**src/design/sfr_pkg.sv**
```systemverilog
// Package for the serial frame receiver: framing constants, phase and
// result-kind codes, and the result item type. No dependencies.
package sfr_pkg;

  localparam logic [7:0] CRC_POLY   = 8'h91;
  localparam logic [7:0] START_MARK = 8'h5c;
  localparam logic [7:0] ACK_BAD    = 8'h5d;
  localparam logic [7:0] ACK_GOOD   = 8'h5e;

  typedef enum logic [2:0] {
    PH_HUNT    = 3'd0,
    PH_TYPE    = 3'd1,
    PH_LEN     = 3'd2,
    PH_PAYLOAD = 3'd3,
    PH_CHECK   = 3'd4
  } phase_t;

  typedef enum logic [1:0] {
    KIND_PAYLOAD = 2'd0,
    KIND_GOOD    = 2'd1,
    KIND_BAD     = 2'd2
  } kind_t;

  typedef struct packed {
    kind_t      kind;
    logic [7:0] data_byte;
    logic [7:0] frame_type;
    logic [7:0] frame_length;
    logic [7:0] ack_byte;
    logic       last;
  } out_item_t;

endpackage

```
**src/design/sfr_in_if.sv**
```systemverilog
// Input channel of the serial frame receiver: one received byte per transfer.
// Valid/ready handshake; no package dependency.
interface sfr_in_if;
  logic       valid;
  logic       ready;
  logic [7:0] rx_byte;
  logic       rx_error;

  modport source (output valid, rx_byte, rx_error, input ready);
  modport sink   (input valid, rx_byte, rx_error, output ready);
endinterface

```
**src/design/sfr_out_if.sv**
```systemverilog
// Result channel of the serial frame receiver: payload bytes and verdicts.
// Valid/ready handshake; no package dependency.
interface sfr_out_if;
  logic       valid;
  logic       ready;
  logic [1:0] kind;
  logic [7:0] data_byte;
  logic [7:0] frame_type;
  logic [7:0] frame_length;
  logic [7:0] ack_byte;
  logic       last;

  modport source (output valid, kind, data_byte, frame_type, frame_length, ack_byte, last,
                  input ready);
  modport sink   (input valid, kind, data_byte, frame_type, frame_length, ack_byte, last,
                  output ready);
endinterface

```
**src/design/serial_frame_receiver_crc8.sv**
```systemverilog
// Top level of the serial frame receiver with reflected CRC-8 check.
// Depends on sfr_pkg, sfr_in_if, sfr_out_if, sfr_deframer and sfr_out_buf.
//
// Channel rx carries one received byte per transfer, with rx_error flagging
// a receive fault; a fault drops the byte and sends the block back to
// hunting for the start marker 0x5c. Channel frames carries the results:
// one item for each payload byte (kind 0, the byte in data_byte) and one
// verdict item after the check byte (kind 1 with ack 0x5e when the CRC
// matches, kind 2 with ack 0x5d otherwise, last set). Marker, type and
// length bytes give no result.
// Each byte is handled in the cycle it is taken; its result is registered in
// the result register, or in the skid entry while that is held. One byte per
// cycle is sustained while the skid entry is empty; the CRC update is combinational.
// A result register plus one skid entry sit before frames: when the
// receiver stalls, rx stays ready until the skid entry is filled too, then
// drops ready until a result is taken.
// Reset (synchronous, active high) empties both result entries and returns
// the block to hunting with cleared type, length, count and CRC.
module serial_frame_receiver_crc8 import sfr_pkg::*; (
  input  logic clk,
  input  logic rst,
  sfr_in_if.sink    rx,
  sfr_out_if.source frames
);

  logic      accept;
  logic      res_valid;
  out_item_t res_item;
  logic      buf_ready;

  assign rx.ready = buf_ready;
  assign accept   = rx.valid && rx.ready;

  sfr_deframer u_deframer (
    .clk       (clk),
    .rst       (rst),
    .accept    (accept),
    .rx_byte   (rx.rx_byte),
    .rx_error  (rx.rx_error),
    .res_valid (res_valid),
    .res_item  (res_item)
  );

  sfr_out_buf u_out_buf (
    .clk      (clk),
    .rst      (rst),
    .in_valid (res_valid),
    .in_item  (res_item),
    .in_ready (buf_ready),
    .res      (frames)
  );

  // Input back-pressure only arises while a result is waiting.
  assert property (@(posedge clk) disable iff (rst) !rx.ready |-> frames.valid)
    else $error("rx stalled with no pending result");

  // Only verdict items end a frame.
  assert property (@(posedge clk) disable iff (rst)
      frames.valid |-> (frames.last == (frames.kind != KIND_PAYLOAD)))
    else $error("last flag disagrees with result kind");

  // The acknowledge byte follows the verdict.
  assert property (@(posedge clk) disable iff (rst)
      frames.valid |-> ((frames.kind == KIND_GOOD && frames.ack_byte == ACK_GOOD)
                     || (frames.kind == KIND_BAD && frames.ack_byte == ACK_BAD)
                     || (frames.kind == KIND_PAYLOAD && frames.ack_byte == 8'd0)))
    else $error("acknowledge byte does not match result kind");

  // A faulted byte never yields a result in the next cycle from an empty output.
  assert property (@(posedge clk) disable iff (rst)
      (accept && rx.rx_error && !frames.valid) |=> !frames.valid)
    else $error("result produced from a faulted byte");

endmodule

```
**src/design/sfr_crc8.sv**
```systemverilog
// One-byte update of the reflected CRC-8 (polynomial 0x91), fully combinational.
// Depends on sfr_pkg for the polynomial.
module sfr_crc8 import sfr_pkg::*; (
  input  logic [7:0] crc,
  input  logic [7:0] data,
  output logic [7:0] crc_next
);

  logic [7:0] acc;

  always_comb begin
    acc = crc ^ data;
    for (int k = 0; k < 8; k++) begin
      if (acc[0]) begin
        acc = acc ^ CRC_POLY;
      end
      acc = {1'b0, acc[7:1]};
    end
    crc_next = acc;
  end

endmodule

```
**src/design/sfr_deframer.sv**
```systemverilog
// Frame state machine: hunts for the start marker, holds type and length,
// tracks the payload CRC and forms one result per payload or check byte.
// Depends on sfr_pkg and sfr_crc8.
module sfr_deframer import sfr_pkg::*; (
  input  logic      clk,
  input  logic      rst,
  input  logic      accept,
  input  logic [7:0] rx_byte,
  input  logic      rx_error,
  output logic      res_valid,
  output out_item_t res_item
);

  phase_t     phase, phase_next;
  logic [7:0] held_type;
  logic [7:0] held_length;
  logic [7:0] bytes_seen;
  logic [7:0] running_crc;
  logic [7:0] crc_next;
  logic [7:0] bytes_seen_next;

  sfr_crc8 u_crc (
    .crc      (running_crc),
    .data     (rx_byte),
    .crc_next (crc_next)
  );

  assign bytes_seen_next = bytes_seen + 8'd1;

  always_comb begin
    phase_next = phase;
    if (accept) begin
      if (rx_error) begin
        phase_next = PH_HUNT;
      end else begin
        unique case (phase)
          PH_TYPE:    phase_next = PH_LEN;
          PH_LEN:     phase_next = (rx_byte == 8'd0) ? PH_CHECK : PH_PAYLOAD;
          PH_PAYLOAD: phase_next = (bytes_seen_next == held_length) ? PH_CHECK : PH_PAYLOAD;
          PH_CHECK:   phase_next = PH_HUNT;
          default:    phase_next = (rx_byte == START_MARK) ? PH_TYPE : PH_HUNT;
        endcase
      end
    end
  end

  always_comb begin
    res_valid             = 1'b0;
    res_item.kind         = KIND_PAYLOAD;
    res_item.data_byte    = 8'd0;
    res_item.frame_type   = held_type;
    res_item.frame_length = held_length;
    res_item.ack_byte     = 8'd0;
    res_item.last         = 1'b0;
    if (accept && !rx_error) begin
      unique case (phase)
        PH_PAYLOAD: begin
          res_valid          = 1'b1;
          res_item.data_byte = rx_byte;
        end
        PH_CHECK: begin
          res_valid     = 1'b1;
          res_item.last = 1'b1;
          if (rx_byte == running_crc) begin
            res_item.kind     = KIND_GOOD;
            res_item.ack_byte = ACK_GOOD;
          end else begin
            res_item.kind     = KIND_BAD;
            res_item.ack_byte = ACK_BAD;
          end
        end
        default: begin
          res_valid = 1'b0;
        end
      endcase
    end
  end

  always_ff @(posedge clk) begin
    if (rst) begin
      phase       <= PH_HUNT;
      held_type   <= 8'd0;
      held_length <= 8'd0;
      bytes_seen  <= 8'd0;
      running_crc <= 8'd0;
    end else begin
      phase <= phase_next;
      if (accept && !rx_error) begin
        if (phase == PH_TYPE) begin
          held_type <= rx_byte;
        end
        if (phase == PH_LEN) begin
          held_length <= rx_byte;
          bytes_seen  <= 8'd0;
          running_crc <= 8'd0;
        end
        if (phase == PH_PAYLOAD) begin
          bytes_seen  <= bytes_seen_next;
          running_crc <= crc_next;
        end
      end
    end
  end

endmodule

```
**src/design/sfr_out_buf.sv**
```systemverilog
// Result register with a skid stage, so the input side keeps taking bytes
// while one finished result waits. Depends on sfr_pkg and sfr_out_if.
module sfr_out_buf import sfr_pkg::*; (
  input  logic      clk,
  input  logic      rst,
  input  logic      in_valid,
  input  out_item_t in_item,
  output logic      in_ready,
  sfr_out_if.source res
);

  logic      main_valid;
  out_item_t main;
  logic      skid_valid;
  out_item_t skid;
  logic      take;

  assign take     = res.valid && res.ready;
  assign in_ready = !skid_valid;

  always_ff @(posedge clk) begin
    if (rst) begin
      main_valid <= 1'b0;
      skid_valid <= 1'b0;
    end else if (!main_valid || take) begin
      // The main register frees up: the skid entry moves first, then new data.
      if (skid_valid) begin
        main       <= skid;
        main_valid <= 1'b1;
        skid_valid <= in_valid;
        skid       <= in_item;
      end else begin
        main_valid <= in_valid;
        main       <= in_item;
      end
    end else if (in_valid) begin
      skid_valid <= 1'b1;
      skid       <= in_item;
    end
  end

  assign res.valid        = main_valid;
  assign res.kind         = main.kind;
  assign res.data_byte    = main.data_byte;
  assign res.frame_type   = main.frame_type;
  assign res.frame_length = main.frame_length;
  assign res.ack_byte     = main.ack_byte;
  assign res.last         = main.last;

endmodule

```
**src/flat_wrapper.sv**
```systemverilog
// flat-port wrapper written by rule: the top's interface ports become plain ports
module serial_frame_receiver_crc8_flat import sfr_pkg::*;
  (clk, rst, rx_valid, rx_rx_byte, rx_rx_error, rx_ready, frames_valid, frames_kind, frames_data_byte, frames_frame_type, frames_frame_length, frames_ack_byte, frames_last, frames_ready);
  sfr_in_if rx_i ();
  sfr_out_if frames_i ();
  input  logic clk;
  input  logic rst;
  input wire logic [$bits(rx_i.valid)-1:0] rx_valid;
  input wire logic [$bits(rx_i.rx_byte)-1:0] rx_rx_byte;
  input wire logic [$bits(rx_i.rx_error)-1:0] rx_rx_error;
  output wire logic [$bits(rx_i.ready)-1:0] rx_ready;
  output wire logic [$bits(frames_i.valid)-1:0] frames_valid;
  output wire logic [$bits(frames_i.kind)-1:0] frames_kind;
  output wire logic [$bits(frames_i.data_byte)-1:0] frames_data_byte;
  output wire logic [$bits(frames_i.frame_type)-1:0] frames_frame_type;
  output wire logic [$bits(frames_i.frame_length)-1:0] frames_frame_length;
  output wire logic [$bits(frames_i.ack_byte)-1:0] frames_ack_byte;
  output wire logic [$bits(frames_i.last)-1:0] frames_last;
  input wire logic [$bits(frames_i.ready)-1:0] frames_ready;
  assign rx_i.valid = rx_valid;
  assign rx_i.rx_byte = rx_rx_byte;
  assign rx_i.rx_error = rx_rx_error;
  assign rx_ready = rx_i.ready;
  assign frames_valid = frames_i.valid;
  assign frames_kind = frames_i.kind;
  assign frames_data_byte = frames_i.data_byte;
  assign frames_frame_type = frames_i.frame_type;
  assign frames_frame_length = frames_i.frame_length;
  assign frames_ack_byte = frames_i.ack_byte;
  assign frames_last = frames_i.last;
  assign frames_i.ready = frames_ready;
  serial_frame_receiver_crc8 u_core (.clk(clk), .rst(rst), .rx(rx_i), .frames(frames_i));
endmodule
```
**config.mk**
```make
export PLATFORM = sky130hd
export DESIGN_NAME = serial_frame_receiver_crc8_flat
export DESIGN_NICKNAME = d
export VERILOG_FILES = /design/src/design/sfr_pkg.sv /design/src/design/sfr_in_if.sv /design/src/design/sfr_out_if.sv /design/src/design/serial_frame_receiver_crc8.sv /design/src/design/sfr_crc8.sv /design/src/design/sfr_deframer.sv /design/src/design/sfr_out_buf.sv /design/src/flat_wrapper.sv
export SDC_FILE = /design/constraint.sdc
export NUM_CORES = 1
export LEC_CHECK = 0
export ABC_AREA = 1
export BUFFER_PORTS_ARGS = -buffer_cell sky130_fd_sc_hd__buf_2
export CAP_MARGIN = 20
export CORE_AREA = 2 2 120 122
export CTS_CLUSTER_DIAMETER = 40
export DETAILED_ROUTE_END_ITERATION = 7
export DIE_AREA = 0 0 122 124
export SYNTH_ARGS = -nofsm -noshare
export SYNTH_HDL_FRONTEND = slang
export SYNTH_SLANG_ARGS = --single-unit
export TNS_END_PERCENT = 50
```
**constraint.sdc**
```tcl
create_clock -name clk -period 3.06 [get_ports clk]
set_input_delay 0.306 -clock clk [delete_from_list [all_inputs] [get_ports clk]]
set_output_delay 0.306 -clock clk [all_outputs]
set_load 0.02 [all_outputs]
```
# After elaboration in Yosys (flattened, before gate mapping)

Index checks and enable logic that the tools add are counted.

Register bits: 107
Output and inout port bits: 37
Bits of input ports: 13
Word-level logic and storage cells: 87

Equal/unequal tests: 8
$add $sub $neg: 1
Reductions and logical operators: 16
Bitwise operators: 10
Mux-type cells: 33

Operators by type and width:

| operator            | number |
|---|---|
| $mux 35             | 4 |
| $mux 8              | 14 |
| $not 2->3           | 7 |
| $eq 8x8->1          | 2 |
| $pmux 3 s4          | 1 |
| $mux 10             | 1 |
| $mux 3              | 3 |
| $add 8x1->8 const B | 1 |
| $eq 8x7->1 const B  | 1 |
| $logic_not 8->1     | 1 |
| $reduce_and 2->1    | 4 |
| $xor 8x8->8         | 1 |
| $mux 1              | 7 |
| $eq 3x2->1 const B  | 2 |
| $mux 2              | 3 |
| $reduce_bool 2->1   | 2 |
| $eq 3x1->1 const B  | 1 |
| $eq 3x3->1 const B  | 1 |
| $logic_and 1x1->1   | 3 |
| $logic_not 1->1     | 3 |
| $not 3->3           | 1 |
| $reduce_and 3->1    | 1 |
| $ne 2x2->1 const B  | 1 |
| $reduce_or 2->1     | 1 |
| other kinds (2)     | 2 |

# Depth between registers and ports, before layout

Word-level depth: 18
Mapped depth: 14
Gate-level depth less buffers: 14

# Cells and area by module

From an unflattened synthesis, not the netlist that was laid out.

Cell total of the unflattened synthesis: 540
Area, all modules: 4855.9 um2

By module, submodules not included:

| module                     | times used | seq. area each (um2) | area an instance (um2) | cells each |
|---|---|---|---|---|
| sfr_out_buf                | 1          | 2142.1               | 2676.3                 | 200 |
| sfr_deframer               | 1          | 700.7                | 1886.8                 | 281 |
| sfr_crc8                   | 1          | 0.0                  | 285.3                  | 57 |
| serial_frame_receiver_crc8 | 1          | 0.0                  | 7.5                    | 2 |

# Worst setup path before layout

OpenSTA, ideal clock, no wires.

Path kind: flip-flop to flip-flop
Start point: register u_core.u_deframer.phase[0]
End point: register u_core.u_out_buf.skid[10] in the netlist's numbering, enable pin
Cell stages (with the launch flop): 7
Buffers on the path: 0
Setup slack: -0.208 ns
Period minus slack after synthesis: 3.268 ns
Data required time: 2.611 ns
Library setup time: 0.449 ns
Arrival time: 2.819 ns
Cell sequence: dfxtp_1 > inv_2 > nor2_4 > nor2_1 > nor2_1 > inv_1 > o21ai_0

Word-level cells in the longest chain between the ends: 6
Elaborated cells between the ends (all ways): 7
Classes of those cells: eq/ne: 2; mux: 2; reduce/logical: 3

Ends and longest elaborated chain:

| what                                     | RTL line           | source |
|---|---|---|
| from (decl)                              | sfr_deframer.sv:14 | `phase_t phase, phase_next;` |
| from (signal assigned)                   | sfr_deframer.sv:87 | `phase <= phase_next;` |
| $eq 3x2->1 or $eq 3x3->1 (tied branches) | sfr_deframer.sv:56 | `unique case (phase)` |
| $reduce_or 2->1 (no source line) (*)     | -                  |  |
| $mux 1 (*)                               | sfr_deframer.sv:56 |  |
| $mux 1 (*)                               | sfr_deframer.sv:55 | `if (accept && !rx_error) begin` |
| $reduce_bool 2->1 (no source line) (*)   | -                  |  |
| $reduce_and 3->1 (no source line) (*)    | -                  |  |
| to (signal assigned)                     | sfr_out_buf.sv:31  | `skid <= in_item;` |
| to (signal assigned)                     | sfr_out_buf.sv:38  | `skid <= in_item;` |
| to (decl)                                | sfr_out_buf.sv:15  | `out_item_t skid;` |

Every way passes the cells marked *; elsewhere a longest branch is shown, timed or not.
A chain may end at the register's enable or synchronous reset.

# Worst setup path after layout

Start point: register u_core.u_deframer.phase[0]
End point: register u_core.u_out_buf.skid[33] in the netlist's numbering, enable pin

The elaborated chain is that of the path after synthesis.

==> results.cfg <==
[run_status]
outcome = finished, final reports clean

[min_path]
hp-class = in -> reg

[power_and_ir_drop]
p_per_area_nw_per_um2 = 543
ir_worst_vdd_uv = 195
p_leak_nw = 1.70

[global_routing]
overflow = 0
antenna_found_initial = 0
grt_use_total = 0.123
grt_max_degree = 38
grt_pass1_vias = 2786
grt_pass1_wl_mm = 14.1

[setup_path]
crit_fanout = 26
worst_r2r_path_depth = 7
crit_type = reg -> reg
timing.rr.end = u_core.u_out_buf.skid[33]
crit_chain = inv_2, nor2_4, nor2_1, nor2_1, inv_1, o21ai_2, buf_4
cp.arrival_ns = 1.85
cpMaxStageDelayCell = dfxtp_1
cp.required_ns = 3.06
cp_common_cell = nor2_1
start_kind = register
max_stage_delay_ns = 0.53
setup.worst_path.start = u_core.u_deframer.phase[0]
reg2reg_slack_ns = 1.21
rr_startpoint = u_core.u_deframer.phase[0]
cp-endpoint = u_core.u_out_buf.skid[33]
cp-end-kind = register

[sta]
setup_violations = 0
tightest_slew_ns = 0.774
rsz0062_at_grt = no
finalCritPeriodShare = 0.604
clock.fmax_mhz = 541
fin_ws_ns = 1.21
drv_slew = 0
finalSetupTns_ns = 0
finalHoldViolations = 0
max_slew_margin = 0.484
skew_ns = 0.00564
fin_crit_ns = 1.85

[clock_tree]
clkTransAtPathRegs_ns = 0.06
h-tree-depth = 3
cts_resized = 0
clk_latency_ns = 0.34
tritoncts = built
holdBufCountCts = 0
cts_root_buf = clkbuf_16
cts.sinks = 90
post_cts_buffers = 0
clk_path_buf_depth = 2
cts_buffers = 9

[placed_design]
preCtsSetupSlack_ns = 1.21
place.gp.congestion = 0.796
placed_area_um2 = 4440
dp.cells = 638
place.detailed.hpwl_mm = 6.20
numPortBuffers = 47

[logic_synthesis]
postSynthCellCount = 430
avgSynthCellArea_um2 = 9.51
yosys_warnings = 0
yosysSeqAreaShare = 0.572
syn-cell-area_um2 = 4090
ys_ff_latch = 90
synth_cell_type_count = 39

[run]
drv_cap = 0

[final_layout]
layout-drive-gt1-share = 0.217
fillerInstances = 1410
final_common_cell = nand2_1
fin_area_um2 = 4760
num_antenna_cells = 0
layout_common_cells = nand2_1, edfxtp_1, buf_2
nNetsFinal = 483
instances_no_fill = 654
area_delta_synth_final_pct = 16.4
fin_util = 0.347

[die]
die_w_um = 122
initial_utilization = 0.298
rows = 43
fp.coreArea_um2 = 13700
io_pins = 50
die_h_um = 124
die_area_um2 = 15100

[routing]
drtIter0Drc = 209
vias = 2908
drt-total-wl_mm = 8.72
remaining_drc_errors = 0
first_pass_iters = 4
vias_per_cell = 4.45
ant_nets = 0
wl_per_cell_um = 13.3
-- worst min-delay path by stage --
stage                                           startpoint                          to  slack (ns)  cells after the start
after floorplan           u_core.u_deframer.held_length[3]   u_core.u_out_buf.skid[12]        0.43                      0
after global placement      u_core.u_deframer.held_type[2]   u_core.u_out_buf.skid[19]        0.44                      0
after detailed placement    u_core.u_deframer.held_type[2]   u_core.u_out_buf.skid[19]        0.45                      0
after CTS                                         rx_valid  u_core.u_deframer.phase[0]        0.29                      4
after global routing                              rx_valid  u_core.u_deframer.phase[0]        0.31                      4
final                                             rx_valid  u_core.u_deframer.phase[0]        0.31                      4
-- kinds of logic (layout without fill, tap and decap cells) --
kind of cell,count (synthesis),in the layout,synth area share
other,1,2,0.000917
DFF,90,90,0.572
adders and majority gates,1,1,0.00306
xor gates and xnor gates,11,11,0.0254
and+or+nand+nor,193,193,0.216
buffers and inverters,65,108,0.0755
AOI/OAI and AO/OA,69,69,0.106
-- per-stage QoR --
step | power [mW] | hold slack, ns
floorplan | 1.39 | 0.431
global placement | 1.42 | 0.443
detailed placement | 1.42 | 0.449
CTS | 2.62 | 0.293
global route | 2.68 | 0.313
finish | 2.59 | 0.311
-- flip-flops by register name (all words and copies together), names as in the netlist --
| name | count |
|---|---|
| u_core.u_deframer.phase | 3 |
| u_core.u_deframer.held_length | 8 |
| u_core.u_deframer.held_type | 8 |
| u_core.u_out_buf.skid | 27 |
| u_core.u_out_buf.skid_valid | 1 |
| u_core.u_deframer.bytes_seen | 8 |
| u_core.u_out_buf.res.ack_byte | 2 |
| u_core.u_out_buf.res.kind | 1 |
| u_core.u_out_buf.res.data_byte | 8 |
| u_core.u_out_buf.res.frame_type | 8 |
| u_core.u_out_buf.res.valid | 1 |
| u_core.u_out_buf.res.frame_length | 8 |
| u_core.u_deframer.running_crc | 7 |
-- synth_stat cells --
cell | count | area (µm²)
o21ai_0 | 18 | 90.1
inv_1 | 35 | 131
edfxtp_1 | 54 | 1620
nand4_1 | 3 | 18.8
o21ai_1 | 8 | 40.0
nor4_2 | 1 | 12.5
buf_6 | 4 | 45.0
dfxtp_1 | 36 | 721
inv_2 | 6 | 22.5
a211oi_1 | 13 | 97.6
a211oi_2 | 4 | 50.1
buf_2 | 2 | 10.0
a31oi_1 | 1 | 6.26
xnor2_2 | 1 | 16.3
ha_1 | 1 | 12.5
a21oi_2 | 5 | 43.8
conb_1 | 1 | 3.75
nor2_1 | 40 | 150
buf_4 | 8 | 60.1
xor2_1 | 3 | 26.3
inv_4 | 1 | 6.26
nand3b_1 | 1 | 7.51
nor2_4 | 7 | 78.8
nor2_2 | 2 | 12.5
a21oi_1 | 17 | 85.1
nand3_1 | 23 | 115
nand2_2 | 3 | 18.8
nor2_8 | 1 | 20.0
o31ai_1 | 1 | 7.51
nand3_2 | 2 | 20.0
xnor2_1 | 7 | 61.3
and2_1 | 1 | 6.26
nand2_1 | 104 | 390
nand2_4 | 1 | 11.3
o21bai_1 | 1 | 7.51
a21o_1 | 1 | 7.51
or2_2 | 2 | 12.5
clkbuf_1 | 9 | 33.8
nor3_1 | 2 | 10.0
-- worst max-delay path, delay by kind of cell (launching register included) --
| family | cells | cell delay, ns |
|---|---|---|
| flip-flops | 1 | 0.53 |
| buffers and inverters | 3 | 0.55 |
| AND/OR/NAND/NOR | 3 | 0.30 |
| AO/OA/AOI/OAI | 1 | 0.14 |
-- per-layer routing --
| metal | up-vias | GRT usage | wire length, µm |
|---|---|---|---|
| li1 | 1495 | - | - |
| met1 | 1334 | 0.165 | 4230 |
| met2 | 68 | 0.188 | 3840 |
| met3 | 11 | 0.0343 | 490 |
| met4 | 0 | 0.0524 | 159 |
| met5 | - | 0 | 0 |
-- where the power goes --
part	total, mW	switching [mW]	internal [mW]
sequential	1.29	0.00338	1.29
clock	1.19	0.454	0.739
combinational	0.104	0.0776	0.0265
total	2.59	0.535	2.05
-- area by class of cell --
class                      count  area [µm²]  area share
sequential                    90        2340       0.492
timing repair buffer          50         258      0.0541
clock buffer                  10         239      0.0502
multi-input combinational    276        1450       0.305
inverter                      42         160      0.0336
tap                          180         225      0.0473
clock inverter                 6        86.3      0.0181
Note: power is estimated with default switching activity, not from simulation.
